### src/hw/rtl/ibc_pkg.sv
// ibc_pkg: shared constants, codes and control types for the IMU bias calibrator.
// No dependencies; every rtl file refers to it by scoped names.
`timescale 1ns / 1ps

package ibc_pkg;

    // default widths of the sample fields and the sample counter
    localparam int SAMPLE_BITS_DEF = 16;
    localparam int COUNT_BITS_DEF  = 20;

    // fixed widths of the result offsets and the registers
    localparam int OUT_BITS      = 16;
    localparam int DUR_BITS      = 16;
    localparam int GRAV_BITS     = 15;
    localparam int MINS_BITS     = 20;
    localparam int CFG_DATA_BITS = 20;
    localparam int CFG_IDX_BITS  = 2;
    localparam int FUNC_BITS     = 2;
    localparam int STATUS_BITS   = 3;

    // six running sums: gyro x, y, z then accel x, y, z
    localparam int NUM_AXES  = 6;
    localparam int AXIS_BITS = 3;
    localparam logic [AXIS_BITS-1:0] AXIS_ACCEL_Z = 3'd5;

    // register indexes
    localparam logic [CFG_IDX_BITS-1:0] CFG_DURATION = 2'd0;
    localparam logic [CFG_IDX_BITS-1:0] CFG_GRAVITY  = 2'd1;
    localparam logic [CFG_IDX_BITS-1:0] CFG_MIN_SMP  = 2'd2;

    // register reset values
    localparam logic [DUR_BITS-1:0]  DURATION_RST = 16'd1000;
    localparam logic [GRAV_BITS-1:0] GRAVITY_RST  = 15'd16384;
    localparam logic [MINS_BITS-1:0] MIN_SMP_RST  = 20'd10;

    // transaction kinds
    localparam logic [FUNC_BITS-1:0] FUNC_START  = 2'd0;
    localparam logic [FUNC_BITS-1:0] FUNC_SAMPLE = 2'd1;
    localparam logic [FUNC_BITS-1:0] FUNC_TICK   = 2'd2;

    // result status codes
    localparam logic [STATUS_BITS-1:0] STAT_STARTED = 3'd0;
    localparam logic [STATUS_BITS-1:0] STAT_BUSY    = 3'd1;
    localparam logic [STATUS_BITS-1:0] STAT_SAMPLE  = 3'd2;
    localparam logic [STATUS_BITS-1:0] STAT_TICK    = 3'd3;
    localparam logic [STATUS_BITS-1:0] STAT_VALID   = 3'd4;
    localparam logic [STATUS_BITS-1:0] STAT_INSUF   = 3'd5;

    // control of the serial accumulator
    typedef struct packed {
        logic clear;
        logic load;
        logic shift;
    } acc_ctl_t;

endpackage

### src/hw/rtl/ibc_serial_acc.sv
// ibc_serial_acc: six running sums updated by bit-serial addition, LSB first.
// Depends on ibc_pkg for the axis count and the control struct.
`timescale 1ns / 1ps

module ibc_serial_acc #(
    parameter int SAMPLE_BITS = ibc_pkg::SAMPLE_BITS_DEF,
    parameter int SUM_BITS    = ibc_pkg::SAMPLE_BITS_DEF + ibc_pkg::COUNT_BITS_DEF
) (
    input  logic                                          clk,
    input  logic                                          rst_n,
    input  ibc_pkg::acc_ctl_t                             ctl,
    input  logic [ibc_pkg::NUM_AXES-1:0][SAMPLE_BITS-1:0] samples,
    output logic [ibc_pkg::NUM_AXES-1:0][SUM_BITS-1:0]    sums
);

    logic [ibc_pkg::NUM_AXES-1:0][SUM_BITS-1:0]    sum_reg;
    logic [ibc_pkg::NUM_AXES-1:0][SUM_BITS-1:0]    sum_next;
    logic [ibc_pkg::NUM_AXES-1:0][SAMPLE_BITS-1:0] smp_reg;
    logic [ibc_pkg::NUM_AXES-1:0][SAMPLE_BITS-1:0] smp_next;
    logic [ibc_pkg::NUM_AXES-1:0]                  carry_reg;
    logic [ibc_pkg::NUM_AXES-1:0]                  carry_next;

    // one full adder per axis; the sample register repeats its sign bit as it drains
    always_comb
    begin
        sum_next   = sum_reg;
        smp_next   = smp_reg;
        carry_next = carry_reg;
        for (int i = 0; i < ibc_pkg::NUM_AXES; i++)
        begin
            if (ctl.clear)
            begin
                sum_next[i] = '0;
            end
            else if (ctl.load)
            begin
                smp_next[i]   = samples[i];
                carry_next[i] = 1'b0;
            end
            else if (ctl.shift)
            begin
                sum_next[i] = {sum_reg[i][0] ^ smp_reg[i][0] ^ carry_reg[i],
                               sum_reg[i][SUM_BITS-1:1]};
                carry_next[i] = (sum_reg[i][0] & smp_reg[i][0])
                              | (sum_reg[i][0] & carry_reg[i])
                              | (smp_reg[i][0] & carry_reg[i]);
                smp_next[i] = {smp_reg[i][SAMPLE_BITS-1], smp_reg[i][SAMPLE_BITS-1:1]};
            end
        end
    end

    always_ff @(posedge clk or negedge rst_n)
    begin
        if (!rst_n)
        begin
            sum_reg   <= '0;
            carry_reg <= '0;
        end
        else
        begin
            sum_reg   <= sum_next;
            carry_reg <= carry_next;
        end
    end

    // sample digits are payload and need no reset
    always_ff @(posedge clk)
    begin
        smp_reg <= smp_next;
    end

    assign sums = sum_reg;

endmodule

### src/hw/rtl/ibc_serial_div.sv
// ibc_serial_div: restoring divider, one quotient bit per cycle, with 16-bit saturation
// and optional gravity removal. Depends on ibc_pkg for output and gravity widths.
`timescale 1ns / 1ps

module ibc_serial_div #(
    parameter int SUM_BITS   = ibc_pkg::SAMPLE_BITS_DEF + ibc_pkg::COUNT_BITS_DEF,
    parameter int COUNT_BITS = ibc_pkg::COUNT_BITS_DEF
) (
    input  logic                          clk,
    input  logic                          rst_n,
    input  logic                          go,
    input  logic                          is_z,
    input  logic [SUM_BITS-1:0]           dividend,
    input  logic [COUNT_BITS-1:0]         divisor,
    input  logic [ibc_pkg::GRAV_BITS-1:0] gravity,
    output logic                          done,
    output logic [ibc_pkg::OUT_BITS-1:0]  result
);

    localparam int CNT_BITS = $clog2(SUM_BITS + 1);
    localparam int OB       = ibc_pkg::OUT_BITS;

    logic                run_reg;
    logic                fin_reg;
    logic                done_reg;
    logic [CNT_BITS-1:0] cnt_reg;
    logic                neg_reg;
    logic                z_reg;
    logic [SUM_BITS-1:0] quo_reg;
    logic [COUNT_BITS-1:0] rem_reg;
    logic [OB-1:0]       res_reg;

    logic [COUNT_BITS:0] trial;
    logic [COUNT_BITS:0] diff;
    logic                ge;
    logic [OB-1:0]       sat_val;

    // trial subtract of the next remainder
    assign trial = {rem_reg, quo_reg[SUM_BITS-1]};
    assign ge    = trial >= {1'b0, divisor};
    assign diff  = trial - {1'b0, divisor};

    // sign the quotient magnitude, remove gravity if asked, clamp to 16 bits
    always_comb
    begin
        logic                big;
        logic signed [OB+1:0] mag;
        logic signed [OB+1:0] grv;
        logic signed [OB+1:0] val;
        big = (quo_reg >> OB) != '0;
        mag = {2'b00, quo_reg[OB-1:0]};
        grv = {{(OB + 2 - ibc_pkg::GRAV_BITS){1'b0}}, gravity};
        if (neg_reg)
        begin
            val = z_reg ? (-mag - grv) : -mag;
        end
        else
        begin
            val = z_reg ? (mag - grv) : mag;
        end
        if (big)
        begin
            sat_val = neg_reg ? {1'b1, {(OB-1){1'b0}}} : {1'b0, {(OB-1){1'b1}}};
        end
        else if (val > $signed({3'b000, {(OB-1){1'b1}}}))
        begin
            sat_val = {1'b0, {(OB-1){1'b1}}};
        end
        else if (val < $signed({3'b111, {(OB-1){1'b0}}}))
        begin
            sat_val = {1'b1, {(OB-1){1'b0}}};
        end
        else
        begin
            sat_val = val[OB-1:0];
        end
    end

    // sequence: load, SUM_BITS steps, then clamp and register the result
    always_ff @(posedge clk or negedge rst_n)
    begin
        if (!rst_n)
        begin
            run_reg  <= 1'b0;
            fin_reg  <= 1'b0;
            done_reg <= 1'b0;
            cnt_reg  <= '0;
        end
        else
        begin
            done_reg <= 1'b0;
            if (go)
            begin
                run_reg <= 1'b1;
                cnt_reg <= CNT_BITS'(SUM_BITS);
            end
            else if (run_reg)
            begin
                cnt_reg <= cnt_reg - 1'b1;
                if (cnt_reg == CNT_BITS'(1))
                begin
                    run_reg <= 1'b0;
                    fin_reg <= 1'b1;
                end
            end
            else if (fin_reg)
            begin
                fin_reg  <= 1'b0;
                done_reg <= 1'b1;
            end
        end
    end

    // datapath: take magnitude on load, shift quotient bits in on each step
    always_ff @(posedge clk)
    begin
        if (go)
        begin
            neg_reg <= dividend[SUM_BITS-1];
            z_reg   <= is_z;
            quo_reg <= dividend[SUM_BITS-1] ? (~dividend + 1'b1) : dividend;
            rem_reg <= '0;
        end
        else if (run_reg)
        begin
            rem_reg <= ge ? diff[COUNT_BITS-1:0] : trial[COUNT_BITS-1:0];
            quo_reg <= {quo_reg[SUM_BITS-2:0], ge};
        end
        if (fin_reg)
        begin
            res_reg <= sat_val;
        end
    end

    assign done   = done_reg;
    assign result = res_reg;

endmodule

### src/hw/rtl/imu_bias_calibrator_unit.sv
// imu_bias_calibrator_unit: top level, command control, counters, held offsets.
// Depends on ibc_pkg, ibc_serial_acc and ibc_serial_div.
//
//  channel   | ports                                   | transaction
//  ----------+-----------------------------------------+----------------------------
//  command   | start, busy, func, accel_*, gyro_*      | start high while busy low
//  result    | done, status, calibrating,              | done high for one cycle
//            | offsets_valid, gyro_off_*, accel_off_*  |
//  config    | cfg_we, cfg_index, cfg_wdata            | cfg_we high at clock edge
//
// An accepted sample is summed by the bit-serial adders of the sums while busy is high.
// A window-closing valid tick uses the shared one-bit-per-cycle divider walking the six
// axes in turn. SUM_BITS = SAMPLE_BITS + COUNT_BITS. The receiver cannot stall results.
// Every other transaction: result in the cycle after acceptance.
// Reset clears all but the sample and divider datapath registers; no clearing pass.
`timescale 1ns / 1ps

module imu_bias_calibrator_unit #(
    parameter int SAMPLE_BITS = ibc_pkg::SAMPLE_BITS_DEF,
    parameter int COUNT_BITS  = ibc_pkg::COUNT_BITS_DEF
) (
    input  logic                              clk,
    input  logic                              rst_n,
    // command channel
    input  logic                              start,
    output logic                              busy,
    input  logic [ibc_pkg::FUNC_BITS-1:0]     func,
    input  logic [SAMPLE_BITS-1:0]            accel_x,
    input  logic [SAMPLE_BITS-1:0]            accel_y,
    input  logic [SAMPLE_BITS-1:0]            accel_z,
    input  logic [SAMPLE_BITS-1:0]            gyro_x,
    input  logic [SAMPLE_BITS-1:0]            gyro_y,
    input  logic [SAMPLE_BITS-1:0]            gyro_z,
    // result channel
    output logic                              done,
    output logic [ibc_pkg::STATUS_BITS-1:0]   status,
    output logic                              calibrating,
    output logic                              offsets_valid,
    output logic [ibc_pkg::OUT_BITS-1:0]      gyro_off_x,
    output logic [ibc_pkg::OUT_BITS-1:0]      gyro_off_y,
    output logic [ibc_pkg::OUT_BITS-1:0]      gyro_off_z,
    output logic [ibc_pkg::OUT_BITS-1:0]      accel_off_x,
    output logic [ibc_pkg::OUT_BITS-1:0]      accel_off_y,
    output logic [ibc_pkg::OUT_BITS-1:0]      accel_off_z,
    // configuration port
    input  logic                              cfg_we,
    input  logic [ibc_pkg::CFG_IDX_BITS-1:0]  cfg_index,
    input  logic [ibc_pkg::CFG_DATA_BITS-1:0] cfg_wdata
);

    localparam int SUM_BITS  = SAMPLE_BITS + COUNT_BITS;
    localparam int STEP_BITS = $clog2(SUM_BITS + 1);
    localparam int CMP_BITS  = (COUNT_BITS > ibc_pkg::MINS_BITS) ? COUNT_BITS
                                                                 : ibc_pkg::MINS_BITS;
    localparam int OB        = ibc_pkg::OUT_BITS;
    localparam int NA        = ibc_pkg::NUM_AXES;
    localparam int AB        = ibc_pkg::AXIS_BITS;

    localparam logic [1:0] S_IDLE = 2'd0;
    localparam logic [1:0] S_ACC  = 2'd1;
    localparam logic [1:0] S_DIV  = 2'd2;

    // configuration registers
    logic [ibc_pkg::DUR_BITS-1:0]  duration_reg;
    logic [ibc_pkg::GRAV_BITS-1:0] gravity_reg;
    logic [ibc_pkg::MINS_BITS-1:0] min_smp_reg;

    // control and state
    logic [1:0]                       state_reg, state_next;
    logic                             running_reg, running_next;
    logic [ibc_pkg::DUR_BITS-1:0]     elapsed_reg, elapsed_next;
    logic [COUNT_BITS-1:0]            count_reg, count_next;
    logic [STEP_BITS-1:0]             step_reg, step_next;
    logic [AB-1:0]                    axis_reg, axis_next;
    logic                             div_go_reg, div_go_next;
    logic                             done_reg, done_next;
    logic [ibc_pkg::STATUS_BITS-1:0]  status_reg, status_next;
    logic                             held_valid_reg, held_valid_next;
    logic [NA-1:0][OB-1:0]            held_reg, held_next;

    logic                             accept;
    logic [ibc_pkg::DUR_BITS-1:0]     el_inc;
    ibc_pkg::acc_ctl_t                acc_ctl;
    logic [NA-1:0][SAMPLE_BITS-1:0]   samples;
    logic [NA-1:0][SUM_BITS-1:0]      sums;
    logic                             div_done;
    logic [OB-1:0]                    div_result;

    assign busy   = state_reg != S_IDLE;
    assign accept = start && !busy;

    // gather samples in held-offset order: gyro x, y, z then accel x, y, z
    assign samples[0] = gyro_x;
    assign samples[1] = gyro_y;
    assign samples[2] = gyro_z;
    assign samples[3] = accel_x;
    assign samples[4] = accel_y;
    assign samples[5] = accel_z;

    // saturating tick count
    assign el_inc = (elapsed_reg != {ibc_pkg::DUR_BITS{1'b1}}) ? elapsed_reg + 1'b1
                                                                : elapsed_reg;

    // command decode and sequencing
    always_comb
    begin
        state_next      = state_reg;
        running_next    = running_reg;
        elapsed_next    = elapsed_reg;
        count_next      = count_reg;
        step_next       = step_reg;
        axis_next       = axis_reg;
        div_go_next     = 1'b0;
        done_next       = 1'b0;
        status_next     = status_reg;
        held_valid_next = held_valid_reg;
        held_next       = held_reg;
        acc_ctl         = '0;
        case (state_reg)
            S_IDLE:
            begin
                if (accept)
                begin
                    done_next   = 1'b1;
                    status_next = ibc_pkg::STAT_TICK;
                    case (func)
                        ibc_pkg::FUNC_START:
                        begin
                            if (running_reg)
                            begin
                                status_next = ibc_pkg::STAT_BUSY;
                            end
                            else
                            begin
                                running_next  = 1'b1;
                                elapsed_next  = '0;
                                count_next    = '0;
                                acc_ctl.clear = 1'b1;
                                status_next   = ibc_pkg::STAT_STARTED;
                            end
                        end
                        ibc_pkg::FUNC_SAMPLE:
                        begin
                            status_next = ibc_pkg::STAT_SAMPLE;
                            if (running_reg && !(&count_reg))
                            begin
                                acc_ctl.load = 1'b1;
                                count_next   = count_reg + 1'b1;
                                step_next    = STEP_BITS'(SUM_BITS);
                                state_next   = S_ACC;
                                done_next    = 1'b0;
                            end
                        end
                        ibc_pkg::FUNC_TICK:
                        begin
                            if (running_reg)
                            begin
                                elapsed_next = el_inc;
                                if (el_inc >= duration_reg)
                                begin
                                    running_next = 1'b0;
                                    if (CMP_BITS'(count_reg) > CMP_BITS'(min_smp_reg))
                                    begin
                                        axis_next   = '0;
                                        div_go_next = 1'b1;
                                        state_next  = S_DIV;
                                        done_next   = 1'b0;
                                    end
                                    else
                                    begin
                                        status_next = ibc_pkg::STAT_INSUF;
                                    end
                                end
                            end
                        end
                        default:
                        begin
                            status_next = ibc_pkg::STAT_TICK;
                        end
                    endcase
                end
            end
            S_ACC:
            begin
                // shift one bit of each sum per cycle
                acc_ctl.shift = 1'b1;
                step_next     = step_reg - 1'b1;
                if (step_reg == STEP_BITS'(1))
                begin
                    state_next = S_IDLE;
                    done_next  = 1'b1;
                end
            end
            S_DIV:
            begin
                // store each average, then advance to the next axis
                if (div_done)
                begin
                    held_next[axis_reg] = div_result;
                    if (axis_reg == ibc_pkg::AXIS_ACCEL_Z)
                    begin
                        held_valid_next = 1'b1;
                        status_next     = ibc_pkg::STAT_VALID;
                        done_next       = 1'b1;
                        state_next      = S_IDLE;
                    end
                    else
                    begin
                        axis_next   = axis_reg + 1'b1;
                        div_go_next = 1'b1;
                    end
                end
            end
            default:
            begin
                state_next = S_IDLE;
            end
        endcase
    end

    always_ff @(posedge clk or negedge rst_n)
    begin
        if (!rst_n)
        begin
            state_reg      <= S_IDLE;
            running_reg    <= 1'b0;
            elapsed_reg    <= '0;
            count_reg      <= '0;
            step_reg       <= '0;
            axis_reg       <= '0;
            div_go_reg     <= 1'b0;
            done_reg       <= 1'b0;
            status_reg     <= ibc_pkg::STAT_STARTED;
            held_valid_reg <= 1'b0;
            held_reg       <= '0;
        end
        else
        begin
            state_reg      <= state_next;
            running_reg    <= running_next;
            elapsed_reg    <= elapsed_next;
            count_reg      <= count_next;
            step_reg       <= step_next;
            axis_reg       <= axis_next;
            div_go_reg     <= div_go_next;
            done_reg       <= done_next;
            status_reg     <= status_next;
            held_valid_reg <= held_valid_next;
            held_reg       <= held_next;
        end
    end

    // configuration writes; indexes past the list are dropped
    always_ff @(posedge clk or negedge rst_n)
    begin
        if (!rst_n)
        begin
            duration_reg <= ibc_pkg::DURATION_RST;
            gravity_reg  <= ibc_pkg::GRAVITY_RST;
            min_smp_reg  <= ibc_pkg::MIN_SMP_RST;
        end
        else if (cfg_we)
        begin
            case (cfg_index)
                ibc_pkg::CFG_DURATION: duration_reg <= cfg_wdata[ibc_pkg::DUR_BITS-1:0];
                ibc_pkg::CFG_GRAVITY:  gravity_reg  <= cfg_wdata[ibc_pkg::GRAV_BITS-1:0];
                ibc_pkg::CFG_MIN_SMP:  min_smp_reg  <= cfg_wdata[ibc_pkg::MINS_BITS-1:0];
                default:
                begin
                end
            endcase
        end
    end

    ibc_serial_acc #(
        .SAMPLE_BITS (SAMPLE_BITS),
        .SUM_BITS    (SUM_BITS)
    ) u_acc (
        .clk     (clk),
        .rst_n   (rst_n),
        .ctl     (acc_ctl),
        .samples (samples),
        .sums    (sums)
    );

    ibc_serial_div #(
        .SUM_BITS   (SUM_BITS),
        .COUNT_BITS (COUNT_BITS)
    ) u_div (
        .clk      (clk),
        .rst_n    (rst_n),
        .go       (div_go_reg),
        .is_z     (axis_reg == ibc_pkg::AXIS_ACCEL_Z),
        .dividend (sums[axis_reg]),
        .divisor  (count_reg),
        .gravity  (gravity_reg),
        .done     (div_done),
        .result   (div_result)
    );

    // result ports
    assign done          = done_reg;
    assign status        = status_reg;
    assign calibrating   = running_reg;
    assign offsets_valid = held_valid_reg;
    assign gyro_off_x    = held_reg[0];
    assign gyro_off_y    = held_reg[1];
    assign gyro_off_z    = held_reg[2];
    assign accel_off_x   = held_reg[3];
    assign accel_off_y   = held_reg[4];
    assign accel_off_z   = held_reg[5];

endmodule
### config.mk
export PLATFORM = sky130hd
export DESIGN_NAME = imu_bias_calibrator_unit
export DESIGN_NICKNAME = d
export VERILOG_FILES = /design/src/hw/rtl/ibc_pkg.sv /design/src/hw/rtl/ibc_serial_acc.sv /design/src/hw/rtl/ibc_serial_div.sv /design/src/hw/rtl/imu_bias_calibrator_unit.sv
export SDC_FILE = /design/constraint.sdc
export NUM_CORES = 1
export LEC_CHECK = 0
export ABC_AREA = 1
export ABC_CLOCK_PERIOD_IN_PS = 6500
export BUFFER_PORTS_ARGS = -buffer_cell sky130_fd_sc_hd__buf_2
export CORE_MARGIN = 2
export CORE_UTILIZATION = 60
export CTS_BUF_LIST = sky130_fd_sc_hd__clkbuf_4 sky130_fd_sc_hd__clkbuf_8 sky130_fd_sc_hd__clkbuf_16
export DETAILED_ROUTE_END_ITERATION = 8
export GPL_TIMING_DRIVEN = 0
export PLACE_DENSITY = 0.88
export REMOVE_ABC_BUFFERS = 1
export SKIP_LAST_GASP = 1
export SYNTH_ARGS = -nofsm -noshare
export SYNTH_HDL_FRONTEND = slang
export SYNTH_HIERARCHICAL = 1
export SYNTH_SLANG_ARGS = --single-unit
### constraint.sdc
create_clock -name clk -period 6.5 [get_ports clk]
set_input_delay 0.325 -clock clk [delete_from_list [all_inputs] [get_ports clk]]
set_output_delay 0.325 -clock clk [all_outputs]
set_load 0.005 [all_outputs]
Word level (Yosys, flattened, before mapping)
Cells that the tools add are included.
{"block": "classes", "n_reduce_logical": 34, "n_bitwise": 45, "n_eq_ne": 31, "magnitude_cmp": 7, "addsub": 10, "n_mux": 134}
{"op": "$mux W36", "n": 22}
{"op": "$mux W16", "n": 14}
{"op": "$bmux W36 S3", "n": 1}
{"op": "$bwmux W96", "n": 1}
{"op": "$mux W15", "n": 6}
{"op": "$mux W20", "n": 3}
{"op": "$mux W18", "n": 3}
{"op": "$demux W16 S3", "n": 1}
{"op": "$mux W1", "n": 43}
{"op": "$pmux W20 S2", "n": 1}
{"op": "$mux W3", "n": 13}
{"op": "$add A36 B1 Y36 const B", "n": 1}
{"op": "$not A36 Y36", "n": 1}
{"op": "$reduce_bool A36 Y1", "n": 1}
{"op": "$pmux W16 S2", "n": 1}
{"op": "$mux W6", "n": 5}
{"op": "$ne A2 B2 Y1 const B", "n": 11}
{"op": "$ge A21 B20 Y1", "n": 1}
{"op": "$add A20 B1 Y20 const B", "n": 1}
{"op": "$gt A20 B20 Y1", "n": 1}
{"op": "$mux W2", "n": 10}
{"op": "$reduce_and A20 Y1", "n": 1}
{"op": "$sub A20 B20 Y20", "n": 1}
{"op": "$and A1 B1 Y1", "n": 18}
{"op": "39 further kinds", "n": 100}
{"block": "word_totals", "regBits": 602, "out_inout_bits": 103}

Longest topological paths before layout
{"block": "depth", "depth_word": 9, "depth_mapped": 28, "mapped_depth_nobuf": 27}

Cells and area by module
Netlist, hierarchy kept.
{"module": "ibc_serial_acc", "instances": 1, "area_each_um2": 13608.1, "cells_each": 1554}
{"module": "imu_bias_calibrator_unit", "instances": 1, "area_each_um2": 10837.9, "cells_each": 1339}
{"module": "ibc_serial_div", "instances": 1, "area_each_um2": 8256.7, "cells_each": 1265}

Worst setup path after synthesis
No wires, ideal clock.
{"block": "synth_path", "path_type": "register to register", "start": "register count_reg[0]", "end": "register u_acc/smp_reg[0] (netlist name) (enable)", "period_less_slack_ns": 4.102, "path_slack_ns": 2.398, "t_required_ns": 5.635, "path_stages_with_launch": 12, "setup_time_ns": 0.865, "arrival_ns": 3.237, "cell_sequence": "dfrtp_1 ha_1 nand3_1 nor3_2 nand3_1 nand2_1 nor2_1 nand3_1 nor2_1 buf_4 nand2_1 nand2_1"}
{"element": "from (decl)", "line": "imu_bias_calibrator_unit.sv:72", "source": "logic [COUNT_BITS-1:0] count_reg, count_next;"}
{"element": "from (signal assigned)", "line": "imu_bias_calibrator_unit.sv:242", "source": "count_reg <= count_next;"}
{"element": "to (signal assigned)", "line": "ibc_serial_acc.sv:69", "source": "smp_reg <= smp_next;"}
{"element": "to (decl)", "line": "ibc_serial_acc.sv:18", "source": "logic [ibc_pkg::NUM_AXES-1:0][SAMPLE_BITS-1:0] smp_reg;"}

==> impl_results.md <==
* Status: finished, final reports clean
* Area of the multi-input gates at approximately 14000 sq um
* Worst Clk Skew at 45.5 ps
* Final std cells w/o fill at 5137
* Mux cell area share after synthesis at 0
* Site Rows at 85
* Nets at 4624
* Ys Warns at 6
* Crit Path Class: reg2reg
* Worst reg2reg startpoint: count_reg[0]$_DFFE_PN0P_
* Commonest non-fill, non-tap cell in the layout: nand2_1
* CTS hold repair buffers at 103
* Register-to-Register Path Depth at 13
* CP arrival at approximately 4900 ps
* Starting Density at 0.608
* Tmin final at 4370 ps
* Post-route cell area at 37400 sq um
* # port buffers at 226
* Worst Path Max Fanout at ~120
* Count of cell types in the netlist at between 60 and 70
* CP startpoint kind: register
* XOR/XNOR Fraction of Synth Area at 0.0182
* M1 WL at 36.0 mm
* Worst-path clk slew at 70 ps
* CTS Sinks at roughly 600
* Max-slew violations at 0
* Gr ovfl total at 0
* Highest metal used: met4
* Gr usage total at 0.320
* Worst-margin pin slew at 1310 ps
* Register area at 15700 sq um
* Max Fclk at 229 MHz
* DP Wirelength at 56.5 mm
* Crit path cell chain: ha_1, nand3_1, nor3_2, nand3_1, nand2_1, nor2_1, nand3_1, nor2_4, inv_4, nand2_8, buf_16, nand2_1, o21ai_0
* Largest net degree at the start of global routing at 122
* Flop2flop setup slack at between 2000 and 2500 ps
* Number of buffers created by CTS at approximately 60
* First drt pass iteration count at 7
* Hold EP: duration_reg[9]$_DFFE_PN1P_
* Worst hold start: cfg_wdata[9]
* Unrepaired setup endpoints after global routing: no
* Tcrit/Tclk final at 0.673
* Post-placement setup slack at about 2300 ps
* Final Setup Violations at 0
* DRC Markers at 0
* Final Util at 0.695
* Slew margin rel. at 0.124
* I/O pin cnt at 227
* Reg2Reg Capture Point: u_acc/sums[8]$_DFFE_PN0P_
* TritonCTS clock tree: done
* Post-Syn Instances at 4158
* Final Hold Viols at 0
* Pwr dens at 477 nW/um^2
* CP endpoint kind: register
* Area grow syn2layout at 14.3%
* Post-CTS sizing at 0
* Clock Latency Late Sink at 670 ps
* CP max stage delay at 740 ps
* Final worst slack at 2130 ps
* Die Width at 237 microns
* Clock Root Buffer: clkbuf_16
* Max reg flops at 216
* Yosys reg bits at 602
* Met2 routed WL at roughly 44 mm
* Routed wire length at between 90 and 100 mm
* Synth Area in Simple Gates at 0.256
* Die ar. at 56400 sq um
* Placer Congestion at 0.908
* Synth Area in Compound Gates at 0.118
* Post-synthesis adder-cell area fraction at 0.0434
* Vias at 29700
* DP Cell Count at between 4000 and 5000
* Placeable Area at 53800 sq um
* Peak supply drop at 0.318 mV
* Htree depth at 2
* Static Leak at 18.5 nW
* Setup TNS Final at 0 ps
* Initial antenna violation count at 3
* Maxcap violations at 0
* Post-route ant nets at 0
* First-pass GRT wire length at 146 mm
* Required time of the critical path at ~7000 ps
* Syn Area/Cell at 7.86 sq um
* Worst min path class: in2reg
* Fillers at approximately 4000
* Placed inst area at approximately 34000 sq um
* Met3 WL at 7.16 mm
* Total power at 17.8 mW
* DRT iter0 DRCs at roughly 3400
* Maximum clock insertion buffer count at 3
* Cell mode on critical path: nand3_1
* Die H at 237 microns
* WL/cell at ~18 microns
* CP max-delay cell: inv_4
* Worst Hold Depth at 3
* Area of the mapped netlist at about 33000 sq um
* Post-synthesis sequential area ratio at 0.481
* Hold Slack at 33.1 ps
* Largest family of logic cells by synthesized area: simple AND/OR/NAND/NOR gates
* Most frequent cells in the layout: 1457 x nand2_1, 464 x inv_1, 423 x dfrtp_1
* Post-DR vias/cell at roughly 5.8
* Number of setup buffers added after CTS at 0
* Vias in the first global route at 28600
* Share of cells above drive strength 1 at 0.103
-- power by group --
part	switching (mW)	internal (mW)
logic	5.17	2.63
clock network	1.51	2.02
registers	0.979	5.51
total	7.67	10.2
-- how the worst max path moves through the flow --
stage	start	to	depth (start not counted)
2_1_floorplan	count_reg[0]$_DFFE_PN0P_	u_acc/sums[101]$_DFFE_PN0P_	10
3_3_place_gp	func[1]	u_acc/sums[15]$_DFFE_PN0P_	9
3_5_place_dp	count_reg[0]$_DFFE_PN0P_	u_acc/sums[132]$_DFFE_PN0P_	13
4_1_cts	count_reg[0]$_DFFE_PN0P_	u_acc/sums[8]$_DFFE_PN0P_	13
5_1_grt	count_reg[0]$_DFFE_PN0P_	u_acc/sums[8]$_DFFE_PN0P_	13
6_report	count_reg[0]$_DFFE_PN0P_	u_acc/sums[8]$_DFFE_PN0P_	13
-- cells by family after synthesis --
| family | Yosys count |
|---|---|
| compound gates | 694 |
| buf+inv | 659 |
| simple gates | 2028 |
| flops | 602 |
| xor+xnor | 67 |
| fa+ha+maj | 108 |
-- worst max-delay path, delay by kind of cell, from the launching register on --
family | cells | cell delay (ps)
AND/OR/NAND/NOR | 9 | 1950
buffers and inverters | 2 | 1190
flip-flops | 1 | 510
adder cells (fa/ha/maj) | 1 | 350
AO/OA/AOI/OAI | 1 | 100
-- synthesized netlist by cell type, drive strengths merged --
library cell / count / area (sq um)
a221o: 1 / 10.0
a221oi: 8 / 70.1
o211ai: 9 / 67.6
o31ai: 7 / 52.6
o41ai: 2 / 17.5
xnor2: 21 / 184
or2: 6 / 40.0
nor2: 267 / 1070
o2111ai: 2 / 17.5
and2: 3 / 18.8
nand3: 150 / 791
dfxtp: 20 / 400
a22o: 10 / 87.6
nand4: 61 / 394
clkbuf: 86 / 323
o221ai: 1 / 8.76
a31oi: 5 / 31.3
a22oi: 62 / 470
nor4: 16 / 100
o21ai: 451 / 2270
o311ai: 1 / 8.76
dfrtp: 423 / 10600
inv: 480 / 1800
xor2: 46 / 410
nor3b: 2 / 20.0
a21o: 10 / 75.1
dfstp: 9 / 236
fa: 9 / 180
a21boi: 3 / 26.3
clkinv: 1 / 3.75
nand2: 1482 / 5640
o21a: 2 / 15.0
a21oi: 105 / 537
nor3: 32 / 213
nand3b: 8 / 72.6
o22ai: 8 / 50.1
o21bai: 7 / 52.6
buf: 92 / 594
edfxtp: 150 / 4500
and3: 1 / 6.26
ha: 99 / 1240
-- metal layers --
layer,vias up,global-route usage
met5,-,0
met2,1562,0.541
li1,13900,-
met4,0,0.145
met1,13900,0.406
met3,332,0.0523
-- layout make-up --
cell class	count	share of cell area
clock inverter	13	0.00341
multi-input combinational	2897	0.382
clock buffer	94	0.0502
tap	696	0.0233
antenna	3	0.000201
sequential	602	0.421
inverter	481	0.0484
timing repair buffer	351	0.0714
Power figures use the tool's default switching activity.
